`src/rtl/srms_pkg.sv`:
```
`timescale 1ns / 1ps
// Shared types and codes for the sparse row matrix store.
// Depends on nothing; every other file refers to it by scoped names.
package srms_pkg;

  localparam int MAX_ROWS_DEF    = 64;
  localparam int MAX_ENTRIES_DEF = 256;
  localparam int COL_BITS_DEF    = 10;
  localparam logic [6:0] ROWS_RESET = 7'd64;

  localparam logic [1:0] ACT_READ = 2'd0;
  localparam logic [1:0] ACT_SET  = 2'd1;
  localparam logic [1:0] ACT_ADD  = 2'd2;

  localparam logic [1:0] ST_OK    = 2'd0;
  localparam logic [1:0] ST_FULL  = 2'd1;
  localparam logic [1:0] ST_RANGE = 2'd2;

  typedef struct packed {
    logic [1:0]         action;
    logic [5:0]         row;
    logic [9:0]         col;
    logic signed [31:0] value;
  } item_t;

  typedef struct packed {
    logic signed [31:0] read_value;
    logic               hit;
    logic [1:0]         status;
  } result_t;

  typedef struct packed {
    item_t item;
    logic  out_of_range;
  } job_t;

endpackage

```
`src/rtl/srms_front.sv`:
```
`timescale 1ns / 1ps
// Front part: holds the row limit register and classifies each incoming item.
// Depends on srms_pkg.
module srms_front #(
  parameter int MAX_ROWS = srms_pkg::MAX_ROWS_DEF
) (
  input  logic               clk,
  input  logic               rst,
  input  logic               cfg_we,
  input  logic [6:0]         cfg_data,
  input  logic               push,
  output logic               full,
  input  srms_pkg::item_t    item,
  output logic               q_push,
  output srms_pkg::job_t     q_job,
  input  logic               q_full
);

  logic [6:0] rows_in_use;

  always_ff @(posedge clk) begin
    if (rst) begin
      rows_in_use <= srms_pkg::ROWS_RESET;
    end else if (cfg_we) begin
      rows_in_use <= cfg_data;
    end
  end

  assign full   = q_full;
  assign q_push = push && !q_full;

  always_comb begin
    q_job.item         = item;
    q_job.out_of_range = ({1'b0, item.row} >= rows_in_use) ||
                         (32'(item.row) >= 32'(MAX_ROWS));
  end

endmodule

```
`config.mk`:
```
export PLATFORM = sky130hd
export DESIGN_NAME = srms_front
export DESIGN_NICKNAME = d
export VERILOG_FILES = /design/src/rtl/srms_pkg.sv /design/src/rtl/srms_front.sv
export SDC_FILE = /design/constraint.sdc
export NUM_CORES = 1
export LEC_CHECK = 0
export ABC_AREA = 1
export BUFFER_PORTS_ARGS = -buffer_cell sky130_fd_sc_hd__clkbuf_2
export CORE_AREA = 5 5 47 89
export DETAILED_ROUTE_END_ITERATION = 8
export DIE_AREA = 0 0 52 94
export PLACE_DENSITY = 0.71
export SLEW_MARGIN = 30
export SYNTH_ARGS = -nofsm -noshare
export SYNTH_HDL_FRONTEND = slang
export SYNTH_SLANG_ARGS = --single-unit
```
`constraint.sdc`:
```
create_clock -name clk -period 0.8 [get_ports clk]
set_input_delay 0.04 -clock clk [delete_from_list [all_inputs] [get_ports clk]]
set_output_delay 0.04 -clock clk [all_outputs]
set_load 0.03 [all_outputs]
```
Word level (Yosys, flattened, before mapping)
Cells that the tools add are included.
{"block": "totals", "reg_bits": 7, "in_bits": 62, "out_inout_bits": 53, "wordCells": 4}
{"block": "classes", "n_lt_le_gt_ge": 1, "n_reduce_logical": 2}
{"operator": "6-bit by 7-bit >= comparator with 1-bit output", "n": 1}
{"operator": "1-bit logical AND", "n": 1}
{"operator": "1-bit logical NOT", "n": 1}

Depth between registers and ports, before layout
{"block": "depth", "ltp_word": 2, "mapped_depth": 8}

Worst setup path after synthesis
No wires, ideal clock.
{"block": "synth_path", "kind": "register -> output", "startpoint": "register rows_in_use[5]", "endpoint": "output q_job[0] (netlist bit)", "n_path_buf": 0, "slack_ns": -0.289, "path_stages_with_launch": 7, "arrival_time_ns": 1.049, "required_time_ns": 0.760, "path_cell_list": "dfxtp_1 > inv_1 > ha_1 > inv_1 > nor3_1 > nand2_1 > nand2_1"}
{"item": "start, declared", "line": "srms_front.sv:19", "rtl": "logic [6:0] rows_in_use;"}
{"item": "start signal, assigned", "line": "srms_front.sv:23", "rtl": "rows_in_use <= srms_pkg::ROWS_RESET;"}
{"item": "start signal, assigned", "line": "srms_front.sv:25", "rtl": "rows_in_use <= cfg_data;"}
{"item": "end, declared", "line": "srms_front.sv:15", "rtl": "output srms_pkg::job_t q_job,"}

==> metrics.txt <==
Post-DP HPWL 1478 um; Nets 164; ys flop type dfxtp_1; setup violation total in the final timing report 1; worst-margin pin slew 0.2215 ns; routed len/inst 12.30 um; clock root cell clkbuf_8; Reg power frac 31.2%; Synth-to-Final Area Change 0.9375%; Max-Cap Viols 0; Ys Warns 0; top cells by area, synth buf_4 (48%), dfxtp_1 (18%), ha_1 (9.4%), inv_1 (6.1%), nand2_1 (5.2%); CP startpoint kind flop; DIE WIDTH 52 um; Sink Count 7; DR iter-0 viols 2; most frequent cell after synthesis buf_4; failing checks setup timing; Sw Share 28.97%; Vias 532; post-synth top area share 47.81%; register bank with the most flops rows_in_use; Largest regs rows_in_use x7; CTS Hold Bufs 0; Mapped Nets 178; sum of negative setup slack -0.5477 ns; RSZ-0062 raised after global routing true; placed cell area 653.1 um2; clock skew 0 ns; GRT Overall Usage 7.517%; die area 4888 um2; Worst VDD drop 0.0004699 V; Synth top cells by count buf_4 (51), inv_1 (13), nand2_1 (11), a21oi_1 (7), dfxtp_1 (7); pwr/cell area 1555 nW/um2; antenna violations before repair 0; final RePlAce weighted congestion 0.6776; vias per inst 3.720; Max Fclk 742.0 MHz; die height 94 um; Gate Count Post-Synth 110; Post-synth EDFFs 0; post-layout worst setup margin -0.5477 ns; first-pass GRT wire length 2559 um; port bufs 26; Routed Antenna Nets 0; Hold Violations, Final 0; Internal 892.9 uW; gr ovfl total 0; # rows 30; leakage 0.4011 nW; Antenna Cells 0; Boundary Pins 115; clk_lat worst skew 0.22 ns; TritonCTS clock tree done; Clock Tree Buf Depth 2; largest net degree at the start of global routing 13; register area share after synthesis 17.50%; Logic pwr share 29.6%; CTS H-Tree Depth 1; min Tclk post-route 1.348 ns; Num CTS Buffers 3; vias in the first global route 562; Hold Crit Class in -> reg; Slew Limit Fails 0; synthesized flop and latch total 7; Clk pwr share 39.2%; Net Sw Power 364.2 uW; Syn Area/Cell 7.280 um2; hold slack 0.02770 ns; arrival time at the worst endpoint 1.31 ns; Final Cell Area 808.3 um2; Core Region 3416 um2; Clock transition at path regs 0.04 ns; Post-synth ARST share 0%; Post-Place Worst Slack -0.4199 ns; WP data required 0.76 ns; status finished, violations left; wirelength, routed 1759 um; max reg flops 7; Remaining DRCs 0; Period Utilization, post-route 168.5%; layout cell share with drive strength beyond 1 62.11%; Initial Utilization 23.44%; crit-path max FO 2; synthesized area 800.8 um2; Setup CP Type reg -> out; Distinct cells, synth 14; Rel. slew slack 85.21%; Critical Path End Type primary output; area leader, netlist buf_4; first-pass iteration count of the detailed router 3
-- cell families (layout without fill, tap and decap cells) --
logic type,count (synthesis),in the layout,share of synthesized area [%]
compound gates,13,13,8.593
fa+ha+maj,6,6,9.375
flops,7,7,17.50
simple gates,18,18,8.749
buf+inv,66,51,55.78
-- worst max-delay path, stage by stage (launching register included) --
cell,delay [ns]
dfxtp_2,0.31
inv_2,0.05
ha_4,0.26
nand2_4,0.05
nor3_4,0.16
nand2_2,0.08
nand2_4,0.06
buf_8,0.11
-- cell type report --
type / count / area, um2
Clock buffer: 4 / 45.04
Sequential cell: 7 / 145.1
Multi-Input combinational cell: 37 / 312.8
Tap cell: 48 / 60.06
Fill cell: 384 / 2608
Inverter: 14 / 52.55
Timing Repair Buffer: 33 / 192.7
-- power groups by stage --
stage / sequential (mW) / clock, mW / combinational (mW)
floorplan: 0.388 / 0 / 0.614
global placement: 0.389 / 0 / 0.291
detailed placement: 0.391 / 0 / 0.297
CTS: 0.389 / 0.506 / 0.341
global route: 0.394 / 0.518 / 0.422
finish: 0.393 / 0.493 / 0.372
-- worst paths after layout --
| path | from | endpoint | slack (ns) | cells after the start |
|---|---|---|---|---|
| max | rows_in_use[3]$_SDFFE_PP0P_ | q_job[0] | -0.55 | 7 |
| min | cfg_data[6] | rows_in_use[6]$_SDFFE_PP1P_ | 0.03 | 3 |
| max reg2reg | rows_in_use[4]$_SDFFE_PP0P_ | rows_in_use[4]$_SDFFE_PP0P_ | 0.04 | 4 |
| min reg2reg | rows_in_use[0]$_SDFFE_PP0P_ | rows_in_use[0]$_SDFFE_PP0P_ | 0.50 | 2 |
-- cells in the final DEF (no fill, tap or decap), drive strengths merged, types with 5 or more instances in the layout --
cell type	n
ha	6
nor2	5
o21ai	6
dfxtp	7
a21oi	7
inv	14
clkbuf	29
nand2	11
buf	8
-- metal layers --
metal,GRT usage (%),routed length (um)
met5,0,0
met3,2.067,246
met1,4.918,419
met2,11.97,847
met4,12.91,245
-- metrics by stage --
stage | total power, mW | instances | util (%)
after floorplan | 1.002 | 110 | -
after global placement | 0.6800 | 138 | 19.12
after detailed placement | 0.6873 | 138 | 19.12
after CTS | 1.236 | 142 | 22.45
after global routing | 1.334 | 143 | 23.66
final | 1.257 | 143 | 23.66
-- what timing repair did --
item	in CTS	in global routing
resized for setup	15	9
gates cloned	0	0
buffers inserted	0	1
pin swaps	7	6
setup endpoints to repair	1	1
endpoints found under the hold margin	0	0
Note: power is estimated with default switching activity, not from simulation.
