$ cat config.mk
export PLATFORM = sky130hd
export DESIGN_NAME = srms_queue
export DESIGN_NICKNAME = d
export VERILOG_FILES = /design/src/rtl/srms_pkg.sv /design/src/rtl/srms_queue.sv
export SDC_FILE = /design/constraint.sdc
export NUM_CORES = 1
export LEC_CHECK = 0
export BUFFER_PORTS_ARGS = -buffer_cell sky130_fd_sc_hd__buf_2
export CAP_MARGIN = 40
export CORE_ASPECT_RATIO = 1.2
export CORE_MARGIN = 2
export CORE_UTILIZATION = 30
export CTS_BUF_LIST = sky130_fd_sc_hd__clkbuf_8
export DETAILED_ROUTE_END_ITERATION = 10
export GPL_ROUTABILITY_DRIVEN = 0
export HOLD_SLACK_MARGIN = 0.06
export SLEW_MARGIN = 20
export SYNTH_ARGS = -nofsm -noshare
export SYNTH_HDL_FRONTEND = slang
export SYNTH_SLANG_ARGS = --single-unit
export TNS_END_PERCENT = 5
$ cat constraint.sdc
create_clock -name clk -period 4.6 [get_ports clk]
set_input_delay 0.92 -clock clk [delete_from_list [all_inputs] [get_ports clk]]
set_output_delay 0.92 -clock clk [all_outputs]
set_load 0.01 [all_outputs]
$ cat src/rtl/srms_pkg.sv
`timescale 1ns / 1ps
// Shared types and codes for the sparse row matrix store.
// Depends on nothing; every other file refers to it by scoped names.
package srms_pkg;

  localparam int MAX_ROWS_DEF    = 64;
  localparam int MAX_ENTRIES_DEF = 256;
  localparam int COL_BITS_DEF    = 10;
  localparam logic [6:0] ROWS_RESET = 7'd64;

  localparam logic [1:0] ACT_READ = 2'd0;
  localparam logic [1:0] ACT_SET  = 2'd1;
  localparam logic [1:0] ACT_ADD  = 2'd2;

  localparam logic [1:0] ST_OK    = 2'd0;
  localparam logic [1:0] ST_FULL  = 2'd1;
  localparam logic [1:0] ST_RANGE = 2'd2;

  typedef struct packed {
    logic [1:0]         action;
    logic [5:0]         row;
    logic [9:0]         col;
    logic signed [31:0] value;
  } item_t;

  typedef struct packed {
    logic signed [31:0] read_value;
    logic               hit;
    logic [1:0]         status;
  } result_t;

  typedef struct packed {
    item_t item;
    logic  out_of_range;
  } job_t;

endpackage

$ cat src/rtl/srms_queue.sv
`timescale 1ns / 1ps
// Two-entry queue that decouples the front part from the back part.
// Depends on srms_pkg.
module srms_queue (
  input  logic           clk,
  input  logic           rst,
  input  logic           wr,
  input  srms_pkg::job_t wdata,
  output logic           full,
  input  logic           rd,
  output srms_pkg::job_t rdata,
  output logic           empty
);

  srms_pkg::job_t slots [2];
  logic       wp;
  logic       rp;
  logic [1:0] count;

  assign full  = (count == 2'd2);
  assign empty = (count == 2'd0);
  assign rdata = slots[rp];

  always_ff @(posedge clk) begin
    if (wr) begin
      slots[wp] <= wdata;
    end
  end

  always_ff @(posedge clk) begin
    if (rst) begin
      wp    <= 1'b0;
      rp    <= 1'b0;
      count <= 2'd0;
    end else begin
      if (wr) wp <= ~wp;
      if (rd) rp <= ~rp;
      count <= count + 2'(wr) - 2'(rd);
    end
  end

endmodule

# == Word-level counts from Yosys, hierarchy flattened ==
# Memory sizes are Yosys's and may differ from the RTL's. A register that Yosys moved wholly into a read port is not among the register bits.
# Cells that the tools add are included.
# word_totals
reg_bits,4
ramBits,102
output_inout_bits,53
memories,1
# memory_table
name,words,width,read_ports,rd_clocked_by_memory_dff,write_ports,line,text
slots,2,51,1,1,1,srms_queue.sv:15,srms_pkg::job_t slots [2];
# op_classes
addsub,2
eq_ne,1
mux,4
n_bitwise,2
n_reduce_logical,1
# ops
cell,count
$mux W1,4
$add A2 B1 Y2,1
$eq A2 B2 Y1 const B,1
$logic_not A2 Y1,1
$not A1 Y1,2
$sub A2 B1 Y2,1

# == Depth between registers and ports, before layout ==
# Gate-level depths: netlist (run 1).
# depth
ltp_word,3
ltp_mapped,6
depth_no_buf,6

# == Least setup slack after synthesis (run 1) ==
# OpenSTA, ideal clock, no wires.
# synth_path
path_type,input -> register
startpoint,input port wr
endpoint,"memory slots[0][0] in the netlist's numbering, enable pin"
setup_ns,0.466
arrival_time_ns,3.179
t_required_ns,4.134
slack_ns,0.955
path_stages,1
cell_sequence,nor2b_1
# synth_between
elab_chain_cells,2
# synth_lines
element,line,text
start: declaration,srms_queue.sv:7,"input logic wr,"
$mux W1,srms_queue.sv:25,if (wr) begin
$mux W1 (implied by the code),srms_queue.sv:26,slots[wp] <= wdata;
end: declaration,srms_queue.sv:15,
# Every way passes these cells.

==> impl_results.md, run 1 <==
- Placement-stage worst setup slack: 2.108 ns
- Number of nets still failing antenna checks after routing: 0
- Final layout net count: 354
- Cell-by-cell trace of the critical path: buf_16, mux2_4, buf_2
- Delay of the slowest cell on the worst path: 0.59 ns
- Port Buf Inserts: 107
- Placeable core region: 13640 µm²
- Pin count of the biggest net entering global routing: 34
- CP startpoint kind: register
- Maximum clock path buffer count: 2
- First-pass GRT wire length: 10550 µm
- Avg Cell Area, Syn: 23.07 µm²
- Antenna violations before repair: 0
- RSZ-0062 raised after global routing: no
- Highest clock frequency the design can meet: 375.5 MHz
- Clock network latency to the later pin of the worst-skew pair: 0.37 ns
- Post-CTS Hold Buffers: 0
- Portion of the post-synthesis area used by sequential elements: 0.7617
- Post-cts resize count: 0
- Cell family with most CP delay: flip-flops
- VDD IR-drop max: 0.1489 mV
- Std-Cell Rows: 47
- Area of placed instances: 4893 µm²
- Final setup violation count: 0
- Worst-path clk slew: 0.09 ns
- Routed wire length: 6826 µm
- Number of pins with negative max-slew slack in the final report: 0
- Terminus of the critical flop-to-flop path: slots[0][22]
- Total non-filler cell area in the finished layout: 5124 µm²
- Cells after DPL: 457
- Average wire per cell in the routed design: 14.46 µm
- CP max FO: 33
- Library cell contributing the largest single delay on the critical path: dfxtp_4
- Die X: 111.4 µm
- Cell depth of the worst flop-to-flop path: 3
- Estimated wirelength of the detail-placed design: 4737 µm
- Full die area: 14800 µm²
- Clock Skews: 0.01078 ns
- Synth Cell Area: 4153 µm²
- Classification of the worst-slack hold path: register to register
- Setup Crit Path Kind: register to primary output
- Flip-flop and latch count after synthesis: 107
- Vias per cell: 4.114
- I/O pin count: 108
- Vias in the first global route: 2111
- Total vias in the final route: 1942
- Accumulated negative setup slack: 0 ns
- Post-Synthesis Net Count: 237
- Final WS setup: 1.937 ns
- Number of maximum-capacitance constraint violations: 0
- CTS sink cnt: 107
- Number of optimization iterations in the first detailed-route pass: 4
- Status: finished, final reports clean
- Endpoint class of the critical path: primary output
- Die height: 132.9 µm
- Required @ worst endpoint: 3.68 ns
- Number of cells traversed by the worst hold path: 2
- Post-Layout Cell Count: 472
- Worst setup slack for register-to-register paths: 2.90 ns
- Maximum level of the CTS H-tree: 3
- Final period utilization: 0.5789
- Number of hold violations in the final report: 0
- Hold path startpoint: rp
- Total power per unit cell area: 408.9 nW/µm²
- Period minus WS final: 2.663 ns
- Remaining max-slew budget at the tightest pin: 0.5734
- GRT Residual Overflow: 0
- LEAKAGE: 2.024 nW
- Starting Density: 0.3044
- Total global-route track usage: 0.09387
- WP data arrival: 1.74 ns
- DRC violation count after routing: 0
- Initial DRC Count: 45
- Count of yosys warnings during synthesis: 0
- Number of buffers created by CTS: 9
- Commonest cells after routing, fill and taps aside: buf_2 (107), edfxtp_1 (102), mux2_4 (50)
- Count of inserted antenna diode cells: 0
- Launching point of the worst reg2reg path: wp
- Number of buffers and inverters on the critical path: 2
- CTS tree: done
- Fraction of layout instances using a drive strength above 1: 0.5980
- Root buffer cell: clkbuf_8
- Commonest non-fill, non-tap cell in the layout: buf_2
- Worst Max-Slew Pin Slew: 0.6386 ns
- Gate count after technology mapping: 180
- Number of buffers added for setup after CTS: 0
- PnR Total Power: 2.095 mW
- Growth of design area from synthesis to finish: 23.38%
- Distinct cell type count after synthesis: 13
[registers in the layout, summed over array words and instances, names as in the netlist, named ones only]
name / flops
slots: 102
count: 2
rp: 1
wp: 1
[cell usage after synthesis (all sizes together)]
master  instances  area (µm²)
dfxtp           5       100.1
inv             2       7.510
ha              2       25.02
and2            1       6.260
edfxtp        102        3063
xnor2           2       17.52
nor2            5       18.77
nor2b           3       18.77
xnor3           1       22.52
mux2           51       762.0
buf             6       111.4
[tightest hold or removal path, delay by kind of cell, from the launching register on]
kind / cells / cell delay (ns)
flops: 1 / 0.34
simple gates: 1 / 0.07
xor+xnor: 1 / 0.08
[metal layers]
metal	wire, µm	GRT usage
met5	0	0
met4	116	0.04321
met3	403	0.03481
met2	3542	0.1609
met1	2763	0.1037
[cells by family (layout without fill, tap and decap cells)]
kind of cell / count (synthesis) / after routing / synth area share
DFF: 107 / 107 / 0.7617
adders and majority gates: 2 / 2 / 0.006025
xor gates and xnor gates: 3 / 3 / 0.009642
and+or+nand+nor: 9 / 9 / 0.01055
buffers and inverters: 8 / 129 / 0.02862
muxes: 51 / 51 / 0.1835
[metrics by stage]
step                        util  hold WS, ns
after floorplan                -       0.4799
after global placement    0.3532       0.4933
after detailed placement  0.3587       0.5062
after CTS                 0.3756       0.5308
after global routing      0.3756       0.5527
final                     0.3756       0.5238
[worst max path at each step]
stage               startpoint      endpoint  slack (ns)  cells past startpoint
finish                register     rdata[22]        1.94                      3
detailed placement          wr  slots[0][27]        2.11                      4
floorplan                   wr   slots[0][0]        0.95                      1
global placement            wr  slots[0][21]        1.93                      3
global route          register      rdata[1]        1.81                      3
CTS                   register     rdata[22]        1.87                      3
[power breakdown]
group / switching (mW) / total [mW] / internal [mW]
Clock: 0.298 / 0.654 / 0.356
Sequential: 0.0263 / 1.16 / 1.13
Combinational: 0.124 / 0.281 / 0.156
Total: 0.448 / 2.09 / 1.65
[area by class of cell]
cell class / instances / area [µm²]
fill: 1305 / 8519
sequential: 107 / 3167
inverter: 2 / 7.507
clock inverter: 6 / 106.4
tap: 171 / 214.0
multi-input combinational: 65 / 879.6
clock buffer: 9 / 123.9
timing repair buffer: 112 / 625.6
No activity file was read; power rests on OpenSTA's default activity.
==> inputs of run 2 (changes only) <==
==> constraint.sdc (replaced) <==
create_clock -name clk -period 2.65 [get_ports clk]
set_input_delay 0.53 -clock clk [delete_from_list [all_inputs] [get_ports clk]]
set_output_delay 0.53 -clock clk [all_outputs]
set_load 0.01 [all_outputs]
==> impl_results.md, run 2 (synthesis results as in run 1) <==
- Root buffer cell: clkbuf_8
- Classification of the worst-slack hold path: input port to register
- Port Buf Inserts: 107 (unchanged)
- Count of inserted antenna diode cells: 0 (unchanged)
- Maximum level of the CTS H-tree: 3 (unchanged)
- Hold path startpoint: wdata[32]
- I/O pin count: 108 (unchanged)
- Estimated wirelength of the detail-placed design: 4645 µm (-1.9%)
- Number of buffers added for setup after CTS: 0 (unchanged)
- Clock network latency to the later pin of the worst-skew pair: 0.36 ns (about the same)
- DRC violation count after routing: 0 (unchanged)
- Post-cts resize count: 0 (unchanged)
- Pin count of the biggest net entering global routing: 52 (+53%)
- Vias per cell: 4.172 (+1.4%)
- Endpoint class of the critical path: primary output
- GRT Residual Overflow: 0 (unchanged)
- Required @ worst endpoint: 2.12 ns (-1.56 ns)
- Max FFs per register: 102 (unchanged)
- Commonest non-fill, non-tap cell in the layout: buf_2
- CTS sink cnt: 107 (unchanged)
- Worst-path clk slew: 0.09 ns (about the same)
- Remaining max-slew budget at the tightest pin: 0.7434 (+0.1700)
- Setup Crit Path Kind: register to primary output
- Largest registers: slots: 102 flops, count: 2 flops
- Die X: 111.4 µm (unchanged)
- Highest clock frequency the design can meet: 460.4 MHz
- Accumulated negative setup slack: 0 ns (unchanged)
- Starting Density: 0.3044 (unchanged)
- Post-CTS Hold Buffers: 0 (unchanged)
- Number of pins with negative max-slew slack in the final report: 0 (unchanged)
- Std-Cell Rows: 47 (unchanged)
- Antenna violations before repair: 0 (unchanged)
- Period minus WS final: 2.172 ns
- CP max FO: 16 (-52%)
- Die height: 132.9 µm (unchanged)
- Largest Register: slots
- Total global-route track usage: 0.09600 (+0.002128)
- Vias in the first global route: 2138 (+1.3%)
- Status: finished, final reports clean
- Launching point of the worst reg2reg path: wp
- CP startpoint kind: register
- Maximum clock path buffer count: 2 (unchanged)
- LEAKAGE: 1.982 nW (-2.1%)
- Worst Max-Slew Pin Slew: 0.3849 ns (-0.2537 ns)
- CTS tree: done
- Fin util: 0.3684 (-0.007153)
- VDD IR-drop max: 0.2482 mV (+67%)
- RSZ-0062 raised after global routing: no
- Final period utilization: 0.8196
- Number of hold violations in the final report: 0 (unchanged)
- Average wire per cell in the routed design: 14.64 µm (+1.3%)
- Number of maximum-capacitance constraint violations: 0 (unchanged)
- Final setup violation count: 0 (unchanged)
- Routed wire length: 6912 µm (+1.3%)
- Initial DRC Count: 91 (+100%)
- First-pass GRT wire length: 10770 µm (+2.1%)
- Growth of design area from synthesis to finish: 21.03%
- Final layout net count: 354 (unchanged)
- Clock Skews: 0.007592 ns (-0.003186 ns)
- Fraction of layout instances using a drive strength above 1: 0.5947 (-0.003322)
- WP data arrival: 1.64 ns (-0.10 ns)
- Placeable core region: 13640 µm² (unchanged)
- Number of buffers created by CTS: 9 (unchanged)
- Commonest cells after routing, fill and taps aside: buf_2 (107), edfxtp_1 (102), mux2_4 (50)
- Number of nets still failing antenna checks after routing: 0 (unchanged)
- Full die area: 14800 µm² (unchanged)
- Total vias in the final route: 1969 (+1.4%)
- Number of optimization iterations in the first detailed-route pass: 4 (unchanged)
- Total power per unit cell area: 663.2 nW/µm² (+62%)
run 2: cell count changes in the layout (fill, tap and decap cells not counted):
cell	delta
inv_1	+1
buf_4	+1
clkinv_4	+1
clkinvlp_4	+1
buf_12	+1
buf_16	-2
bufinv_16	-3
run 2: final timing paths:
kind | slack (ns) | end | cells past startpoint
setup reg to reg | 1.36 | slots[1][41] | 2
hold / removal | 0.36 | slots[1][32] | 1
setup / recovery | 0.48 | rdata[43] | 3
hold reg to reg | 0.52 | rp | 2
run 2: cell type report:
cell class                      instances  area (µm²)
Timing Repair Buffer                  112       598.1
Clock buffer                            9       123.9
Fill cell                            1299        8617
Multi-Input combinational cell         65       879.6
Clock inverter                          6       36.28
Sequential cell                       107        3167
Inverter                                2       7.507
Tap cell                              171       214.0
run 2: power breakdown:
group / leakage, nW / switching (mW) / internal, mW / total [mW]
logic: 0.899 / 0.223 / 0.265 / 0.488
registers: 1.00 / 0.0392 / 1.97 / 2.01
clock network: 0.0837 / 0.506 / 0.330 / 0.836
total: 1.98 / 0.769 / 2.56 / 3.33
run 2: stage by stage:
step                      cell area [µm²]  total power, mW  hold slack (ns)  worst slack [ns]  instances
after floorplan                      4155            2.378           0.4799            0.3470        180
after detailed placement             4866            2.549           0.5103            0.8382        457
final                                5026            3.333           0.3560            0.4782        472
after global placement               4866            2.535           0.4971            0.8704        457
after global routing                 5026            3.503           0.3179            0.3725        472
after CTS                            5026            3.401           0.3280            0.4270        472
run 2: routing by layer:
layer | global-route usage | part of all wire | vias up
met5 | 0 | 0 | -
met4 | 0.04252 | 0.014 | 0
met3 | 0.03069 | 0.051 | 9
met2 | 0.1728 | 0.55 | 59
met1 | 0.1028 | 0.39 | 975
li1 | - | - | 926
run 2: worst max-delay path, stage by stage, from the launching register on:
cell and delay [ns]:
dfxtp_4 0.47, buf_4 0.33, mux2_4 0.33, buf_2 0.14
